===== config.mk =====
export PLATFORM = sky130hd
export DESIGN_NAME = byte_signature_scanner
export DESIGN_NICKNAME = d
export VERILOG_FILES = /design/src/design/bss_pkg.sv /design/src/design/byte_signature_scanner.sv
export SDC_FILE = /design/constraint.sdc
export NUM_CORES = 1
export LEC_CHECK = 0
export BUFFER_PORTS_ARGS = -buffer_cell sky130_fd_sc_hd__buf_4
export CORE_ASPECT_RATIO = 1.75
export CORE_MARGIN = 4
export CORE_UTILIZATION = 57
export CTS_CLUSTER_SIZE = 28
export DETAILED_ROUTE_END_ITERATION = 6
export PLACE_DENSITY_LB_ADDON = 0.15
export SLEW_MARGIN = 20
export SYNTH_ARGS = -nofsm -noshare
export SYNTH_HDL_FRONTEND = slang
export SYNTH_SLANG_ARGS = --single-unit
export TNS_END_PERCENT = 50

===== constraint.sdc =====
create_clock -name clk -period 10.6 [get_ports clk]
set_clock_uncertainty 0.1 [all_clocks]
set_input_delay 2.65 -clock clk [delete_from_list [all_inputs] [get_ports clk]]
set_output_delay 2.65 -clock clk [all_outputs]
set_load 0.02 [all_outputs]

===== src/design/bss_pkg.sv =====
// Shared types and constants for the byte signature scanner.
// Holds the signature table, the result record and the fixed port widths.
// No dependencies.
package bss_pkg;

    localparam int SIG_COUNT   = 12;
    localparam int SIG_MAX_LEN = 6;
    localparam int WIN_DEPTH   = 5;
    localparam int ID_W        = 4;
    localparam int START_W     = 32;
    localparam int TOTAL_W     = 16;
    localparam int FILL_W      = 3;
    localparam int LEN_W       = 3;
    localparam int RES_DEPTH   = 4;
    localparam int RES_PTR_W   = 2;
    localparam int RES_CNT_W   = 3;

    typedef logic [7:0] byte_t;
    typedef logic [LEN_W-1:0] sig_len_t;

    // Length of each signature, in table order.
    localparam sig_len_t SIG_LEN [SIG_COUNT] = '{
        3'd3, 3'd4, 3'd2, 3'd6, 3'd4, 3'd3,
        3'd4, 3'd4, 3'd4, 3'd3, 3'd4, 3'd4
    };

    // Signature bytes stored backwards: element 0 is the final byte of the
    // signature, element k is the byte k positions before it. Unused
    // elements are zero and never compared.
    localparam byte_t SIG_BYTES [SIG_COUNT][SIG_MAX_LEN] = '{
        '{8'h46, 8'h4C, 8'h45, 8'h00, 8'h00, 8'h00},
        '{8'h46, 8'h4C, 8'h45, 8'h7F, 8'h00, 8'h00},
        '{8'h5A, 8'h4D, 8'h00, 8'h00, 8'h00, 8'h00},
        '{8'h4F, 8'h4E, 8'h45, 8'h52, 8'h44, 8'h41},
        '{8'h4D, 8'h4F, 8'h43, 8'h51, 8'h00, 8'h00},
        '{8'h4D, 8'h52, 8'h41, 8'h00, 8'h00, 8'h00},
        '{8'h00, 8'h00, 8'h00, 8'h00, 8'h00, 8'h00},
        '{8'hFF, 8'hFF, 8'hFF, 8'hFF, 8'h00, 8'h00},
        '{8'h4C, 8'h53, 8'h47, 8'h4B, 8'h00, 8'h00},
        '{8'h55, 8'h50, 8'h47, 8'h00, 8'h00, 8'h00},
        '{8'hEF, 8'hBE, 8'hAD, 8'hDE, 8'h00, 8'h00},
        '{8'hBE, 8'hBA, 8'hFE, 8'hCA, 8'h00, 8'h00}
    };

    typedef struct packed {
        logic [ID_W-1:0]    signature_id;
        logic [START_W-1:0] start_offset;
        logic [TOTAL_W-1:0] found_total;
        logic               last_of_run;
    } result_t;

endpackage


===== src/design/byte_signature_scanner.sv =====
// Top level of the byte signature scanner: window, matcher and result queue.
// Depends on bss_pkg for the signature table and the result record.
//
//  Channel  | Handshake                   | Payload
//  ---------+-----------------------------+------------------------------------------
//  request  | byte_valid / byte_ready     | data_byte[7:0], end_of_data
//  result   | result_valid / result_ready | signature_id[3:0], start_offset[31:0],
//           |                             | found_total[15:0], last_of_run
//
// Each request byte is matched while it is offered, and its zero, one or two
// results are written into a four-entry result queue at the edge that accepts it.
// A result is queued the cycle after its byte is taken. The queue sends one result
// per cycle while result_ready is high, so requests run at one byte per cycle if
// each byte yields at most one result on average; the queue depth sets how far a
// burst of double hits or a stalled result side runs ahead before byte_ready drops.
// byte_ready is high whenever at least two queue entries are free.
// Reset empties the queue and clears the window, its fill count, the offset and
// the running match count.
module byte_signature_scanner
    import bss_pkg::*;
#(
    parameter int OFFSET_WIDTH = 32,
    parameter int COUNT_WIDTH  = 16
)
(
    input  logic               clk,
    input  logic               rst_n,
    input  logic               byte_valid,
    output logic               byte_ready,
    input  logic [7:0]         data_byte,
    input  logic               end_of_data,
    output logic               result_valid,
    input  logic               result_ready,
    output logic [ID_W-1:0]    signature_id,
    output logic [START_W-1:0] start_offset,
    output logic [TOTAL_W-1:0] found_total,
    output logic               last_of_run
);

    // Widths used to zero-extend or truncate internal values onto the ports.
    localparam int OFF_EXT_W = (OFFSET_WIDTH > START_W) ? OFFSET_WIDTH : START_W;
    localparam int CNT_EXT_W = (COUNT_WIDTH > TOTAL_W) ? COUNT_WIDTH : TOTAL_W;
    localparam logic [COUNT_WIDTH-1:0] COUNT_MAX = {COUNT_WIDTH{1'b1}};

    // Sliding window: element 0 is the byte just before the current one.
    byte_t                  win_reg [WIN_DEPTH];
    logic [FILL_W-1:0]      fill_reg;
    logic [OFFSET_WIDTH-1:0] offset_reg;
    logic [COUNT_WIDTH-1:0] total_reg;

    // Result queue.
    result_t                res_mem [RES_DEPTH];
    logic [RES_PTR_W-1:0]   wr_ptr_reg;
    logic [RES_PTR_W-1:0]   rd_ptr_reg;
    logic [RES_CNT_W-1:0]   count_reg;

    logic                   accept;
    logic                   pop;
    byte_t                  cand [SIG_MAX_LEN];
    logic [SIG_COUNT-1:0]   hit;
    logic [ID_W-1:0]        first_id;
    logic [ID_W-1:0]        second_id;
    logic [1:0]             hit_count;
    logic [OFFSET_WIDTH-1:0] start0;
    logic [OFFSET_WIDTH-1:0] start1;
    logic [OFF_EXT_W-1:0]   start0_ext;
    logic [OFF_EXT_W-1:0]   start1_ext;
    logic [COUNT_WIDTH-1:0] total1;
    logic [COUNT_WIDTH-1:0] total2;
    logic [CNT_EXT_W-1:0]   total1_ext;
    logic [CNT_EXT_W-1:0]   total2_ext;
    logic [COUNT_WIDTH-1:0] total_next;
    result_t                res0;
    result_t                res1;
    logic [RES_CNT_W-1:0]   count_next;

    assign byte_ready   = (count_reg <= RES_CNT_W'(RES_DEPTH - 2));
    assign accept       = byte_valid && byte_ready;
    assign result_valid = (count_reg != '0);
    assign pop          = result_valid && result_ready;

    assign signature_id = res_mem[rd_ptr_reg].signature_id;
    assign start_offset = res_mem[rd_ptr_reg].start_offset;
    assign found_total  = res_mem[rd_ptr_reg].found_total;
    assign last_of_run  = res_mem[rd_ptr_reg].last_of_run;

    // The incoming byte followed by the window gives the candidate bytes that
    // line up with each signature read backwards from its final byte.
    always_comb
    begin
        cand[0] = data_byte;
        for (int k = 1; k < SIG_MAX_LEN; k++)
        begin
            cand[k] = win_reg[k-1];
        end
    end

    // All twelve signatures are compared in parallel. A signature longer than
    // the valid part of the current run cannot match.
    always_comb
    begin
        for (int p = 0; p < SIG_COUNT; p++)
        begin
            hit[p] = ({1'b0, fill_reg} + 4'd1) >= {1'b0, SIG_LEN[p]};
            for (int k = 0; k < SIG_MAX_LEN; k++)
            begin
                if (k < int'(SIG_LEN[p]) && cand[k] != SIG_BYTES[p][k])
                begin
                    hit[p] = 1'b0;
                end
            end
        end
    end

    // Pick the first two hits in table order.
    always_comb
    begin
        first_id  = '0;
        second_id = '0;
        hit_count = 2'd0;
        for (int p = 0; p < SIG_COUNT; p++)
        begin
            if (hit[p])
            begin
                if (hit_count == 2'd0)
                begin
                    first_id  = ID_W'(p);
                    hit_count = 2'd1;
                end
                else if (hit_count == 2'd1)
                begin
                    second_id = ID_W'(p);
                    hit_count = 2'd2;
                end
            end
        end
    end

    // Start offsets and saturating running totals for the two results.
    always_comb
    begin
        start0 = offset_reg - OFFSET_WIDTH'(SIG_LEN[first_id] - 3'd1);
        start1 = offset_reg - OFFSET_WIDTH'(SIG_LEN[second_id] - 3'd1);
        start0_ext = OFF_EXT_W'(start0);
        start1_ext = OFF_EXT_W'(start1);

        total1 = (total_reg == COUNT_MAX) ? COUNT_MAX : total_reg + 1'b1;
        total2 = (total1 == COUNT_MAX) ? COUNT_MAX : total1 + 1'b1;
        total1_ext = CNT_EXT_W'(total1);
        total2_ext = CNT_EXT_W'(total2);

        case (hit_count)
            2'd0:    total_next = total_reg;
            2'd1:    total_next = total1;
            default: total_next = total2;
        endcase

        res0.signature_id = first_id;
        res0.start_offset = start0_ext[START_W-1:0];
        res0.found_total  = total1_ext[TOTAL_W-1:0];
        res0.last_of_run  = (hit_count == 2'd1);

        res1.signature_id = second_id;
        res1.start_offset = start1_ext[START_W-1:0];
        res1.found_total  = total2_ext[TOTAL_W-1:0];
        res1.last_of_run  = 1'b1;

        count_next = count_reg;
        if (accept)
        begin
            count_next = count_next + RES_CNT_W'(hit_count);
        end
        if (pop)
        begin
            count_next = count_next - 1'b1;
        end
    end

    // Window, offset and running count. The final byte of a file is matched
    // normally and then the whole scan state returns to zero.
    always_ff @(posedge clk or negedge rst_n)
    begin
        if (!rst_n)
        begin
            for (int k = 0; k < WIN_DEPTH; k++)
            begin
                win_reg[k] <= '0;
            end
            fill_reg   <= '0;
            offset_reg <= '0;
            total_reg  <= '0;
        end
        else if (accept)
        begin
            if (end_of_data)
            begin
                for (int k = 0; k < WIN_DEPTH; k++)
                begin
                    win_reg[k] <= '0;
                end
                fill_reg   <= '0;
                offset_reg <= '0;
                total_reg  <= '0;
            end
            else
            begin
                win_reg[0] <= data_byte;
                for (int k = 1; k < WIN_DEPTH; k++)
                begin
                    win_reg[k] <= win_reg[k-1];
                end
                if (fill_reg < FILL_W'(WIN_DEPTH))
                begin
                    fill_reg <= fill_reg + 1'b1;
                end
                offset_reg <= offset_reg + 1'b1;
                total_reg  <= total_next;
            end
        end
    end

    // Result queue storage. Up to two entries are written per accepted byte.
    always_ff @(posedge clk)
    begin
        if (accept && hit_count != 2'd0)
        begin
            res_mem[wr_ptr_reg] <= res0;
            if (hit_count == 2'd2)
            begin
                res_mem[wr_ptr_reg + 1'b1] <= res1;
            end
        end
    end

    // Result queue pointers and occupancy.
    always_ff @(posedge clk or negedge rst_n)
    begin
        if (!rst_n)
        begin
            wr_ptr_reg <= '0;
            rd_ptr_reg <= '0;
            count_reg  <= '0;
        end
        else
        begin
            if (accept)
            begin
                wr_ptr_reg <= wr_ptr_reg + RES_PTR_W'(hit_count);
            end
            if (pop)
            begin
                rd_ptr_reg <= rd_ptr_reg + 1'b1;
            end
            count_reg <= count_next;
        end
    end

endmodule

==> flow_results.org <==
** Critical path
- Source of the worst register-to-register timing path :: cand[37]
- Slowest CP cell :: sky130_fd_sc_hd__or4_4
- Signal arrival time at the worst endpoint :: around 13 ns
- Cell depth of the worst flop-to-flop path :: 57
- Endpoint class of the critical path :: flip-flop
- In this design, the stage delay of the slowest critical-path cell is between 0.5 and 0.6 ns.
- The critical path is of the in -> reg type.
- Most repeated library cell on the critical path :: sky130_fd_sc_hd__ha_4
- Max FO, Critical Path :: 4
- The endpoint identified for the worst register-to-register timing path is res_mem[3][47].
- Data on the critical path is required at its endpoint by 10.82 ns.
- The worst register-to-register path has a setup slack of -0.44 ns.
- STA classifies the critical path startpoint as an input pin.

** STA
- Final worst path period share :: 1.21
- Setup TNS after final layout :: -201.79 ns
- Highest clock frequency the design can meet :: roughly 80 MHz
- Tightest Pin Transition :: between 1 and 1.5 ns
- Worst rel slew slack :: 0.198
- Pins over their slew limit :: 0
- Once routing completed, OpenROAD measured the worst setup slack at -2.24 ns.
- Final hold vios :: 0
- Counting I/O delays and the setup requirement, the final critical path takes about 13 ns.
- Setup violations remaining at the end of the flow were counted as 124.
- RSZ-0062 raised after global routing :: yes

** Clock tree
- TritonCTS built the clock tree.
- CTS root buf :: sky130_fd_sc_hd__clkbuf_16
- Number of buffers created by CTS :: 30
- Worst-Skew Late Latency :: around 0.6 ns
- Clock transition at the registers of the reported paths :: approximately 0.07 ns
- Maximum level of the CTS H-tree :: 1
- Clock tree synthesis found a total of slightly above 300 sinks.
- Max clock buf depth :: 3

** Final layout
- The register with the most flip-flops in the layout has between 200 and 250 of them.
- Most used cells in the layout excluding fill and tap cells :: sky130_fd_sc_hd__buf_4 (354), sky130_fd_sc_hd__edfxtp_1 (208), sky130_fd_sc_hd__nand2_1 (203)
- Post-synthesis to final-layout area growth :: 31.0%
- 0 antenna diodes ended up in the layout.
- Of the cells placed in the final design, the portion with a size suffix greater than 1 is 0.322.
- Number of nets in the layout :: 2447
- Commonest non-fill, non-tap cell in the layout :: sky130_fd_sc_hd__buf_4
- Once layout is complete, the utilization of the core stands at 0.756.

** Route
- The pre-antenna-repair detailed-routing pass consisted of 7 iterations.
- For this block, the routed nets add up to roughly 65000 µm of wire.
- After detailed routing, the average wire length per cell comes to ~23 µm.
- For this block, the initial DRC count from the detailed router was 1493.
- Final routed DRC violation total :: 1
- Routed vias/inst :: between 6 and 7
- Number of routed nets with antenna violations :: 0
- The final route contains approximately 18k vias.

** GRT
- The first global-routing pass estimated around 99000 µm of wire.
- Entering global routing, the biggest net connects a little under 70 pins.
- Vias in the first global route :: 18.6k
- Across every metal layer, demand over resource in global routing totals 0.327.
- Total grt overflow :: 0
- Antenna violations before repair :: 1

** Floorplan
- Total Die Area :: roughly 0.038 mm²
- The die is between 100 and 150 µm wide.
- From bottom edge to top edge, the die measures 255 µm.
- The initial utilization of the core area, before any placement, comes to 0.577.
- The core region is around 0.035 mm².
- Row generation in the floorplan step produced 90 rows.
- During I/O placement, the number of pins put on the boundary was just under 70.

** Hold path
- Kind of path behind the tightest hold check :: reg -> reg
- HP Start :: cand[1]
- The path with the worst hold slack has its endpoint at cand[1].
- Hold path cells :: 2

** Power and ir drop
- Cell internal power was estimated by the tool at 2.57 mW.
- Cell Pwr Density :: 151 mW/mm²
- Static Leak :: between 10 and 15 nW
- Reported net switching power :: about 1.4 mW
- Share of power burned in the clock network :: 0.278
- Sequential share of power :: 0.358
- The share of total power dissipated in combinational logic is 0.364.
- Net switching fraction of the power :: 0.349
- Overall power consumption after layout is estimated at 3.95 mW.
- VDD sags by at most about 0.20 mV.

** Yosys
- Synthesized area divided by synthesized cell count :: ~10 µm²
- The Yosys step of the flow raised 0 warnings.
- The share of the Yosys chip area taken by registers is 0.440.
- Number of enable flip-flop cells after synthesis :: about 210
- Count of unique library cells instantiated by Yosys :: slightly above 90
- Adder-cell share of the synthesized area :: 0.0695
- The cell area that synthesis handed to floorplanning was about 0.02 mm².
- Compound-cell area share of the yosys netlist :: 0.180
- XOR/XNOR Fraction of Synth Area :: 0.0426
- Simple-gate portion of the synthesized area :: 0.161
- Asr flop ratio synth :: 0.316
- Synthesis handed over a netlist of 1950 instances.
- Prevailing post-synth register cell :: sky130_fd_sc_hd__edfxtp_1
- The portion of synthesized area spent on multiplexers is 0.0702.
- After synthesis, the largest family of logic cells by area is compound AO/OA/AOI/OAI gates.
- Post-synthesis register bit count :: 310

** Placement
- Before CTS, the worst setup slack after placement is -3.01 ns.
- HPWL after detailed placement :: about 45000 µm
- Port buffering added 67 buffers.
- Routability cong. :: 1.00

** Status
- Violated checks :: design-rule violations, negative setup slack
- Run status :: finished with violations

** Flow run
- Max-cap violation count :: 0
power by group through the flow:
stage	registers, mW	logic [mW]	clock network, mW
final	1.42	1.44	1.10
after global routing	1.43	1.53	1.16
after CTS	1.41	1.41	1.10
after detailed placement	1.44	1.38	0
after global placement	1.44	1.37	0
after floorplan	1.43	0.793	0
worst max-delay path by stage:
stage                       startpoint        endpoint  slack (ns)  cells after the start
final                     data_byte[7]  res_mem[3][47]       -2.24                     58
after global routing      data_byte[7]  res_mem[0][47]       -2.54                     59
after CTS                 data_byte[5]  res_mem[3][48]       -1.97                     56
after detailed placement  data_byte[7]  res_mem[2][47]       -3.01                     59
after global placement    data_byte[7]  res_mem[0][47]       -2.70                     59
after floorplan           data_byte[7]  res_mem[1][47]       -2.23                     55
repair_timing:
action | 4_1_cts | 5_1_grt
pin swaps | 87 | 115
resized for setup | 100 | 100
buffers inserted | 35 | 32
setup endpoints to repair | 124 | 361
hold buffers | 0 | 0
per-stage QoR:
step           hold WS (ns)  instance area, µm²  cells
2_1_floorplan         0.342               20600   2005
3_3_place_gp          0.361               23600   2696
3_5_place_dp          0.363               23600   2696
4_1_cts               0.378               25400   2785
5_1_grt               0.406               26100   2809
6_report              0.375               26100   2809
area by class of cell:
class                   count  area (µm²)
well taps                 460         576
clock buffers              39         885
fillers                  2268        8430
clock inverters            17         123
repair buffers            399        3370
inverters                  53         214
flip-flops and latches    310        8780
multi-input cells        1531       12200
synth_stat cells (all sizes together) (14+ instances only):
cell | count | area share
and2 | 19 | 0.0060
and3 | 20 | 0.0063
inv | 52 | 0.0099
nand4 | 26 | 0.0085
mux4 | 53 | 0.060
nand2b | 28 | 0.0089
ha | 106 | 0.066
dfrtp | 98 | 0.12
mux2i | 15 | 0.0075
edfxtp | 208 | 0.31
nor3 | 43 | 0.011
xnor2 | 37 | 0.016
nand2 | 218 | 0.041
nor2 | 116 | 0.022
a21oi | 78 | 0.020
o21ai | 159 | 0.041
clkbuf | 53 | 0.010
o21a | 16 | 0.0061
nand3 | 56 | 0.014
o22ai | 166 | 0.052
a21o | 23 | 0.0087
buf | 58 | 0.016
nor2b | 20 | 0.0063
or3 | 14 | 0.0044
xor2 | 60 | 0.026
a22o | 17 | 0.0075
or4 | 14 | 0.0056
cell families (layout without fill, tap and decap cells):
kind of cell	Yosys count	after routing
xor+xnor	97	97
simple gates	637	637
other cells	1	56
buf+inv	164	508
flops	310	310
fa+ha+maj	109	109
mux	73	73
compound gates	559	559
layer usage:
metal,vias up,GRT usage,part of all wire
li1,8137,-,-
met1,8743,0.348,0.33
met2,950,0.606,0.54
met3,301,0.0386,0.071
met4,2,0.197,0.065
met5,-,0,0.00020
critical path, delay by kind of cell:
family                     cells  cell delay, ns
AOI/OAI and AO/OA             16            2.85
xor gates and xnor gates       2            0.37
adders and majority gates     12            2.52
buffers and inverters         10            1.08
muxes                          6            1.56
and+or+nand+nor               12            2.04
Note: power is estimated with default switching activity, not from simulation.
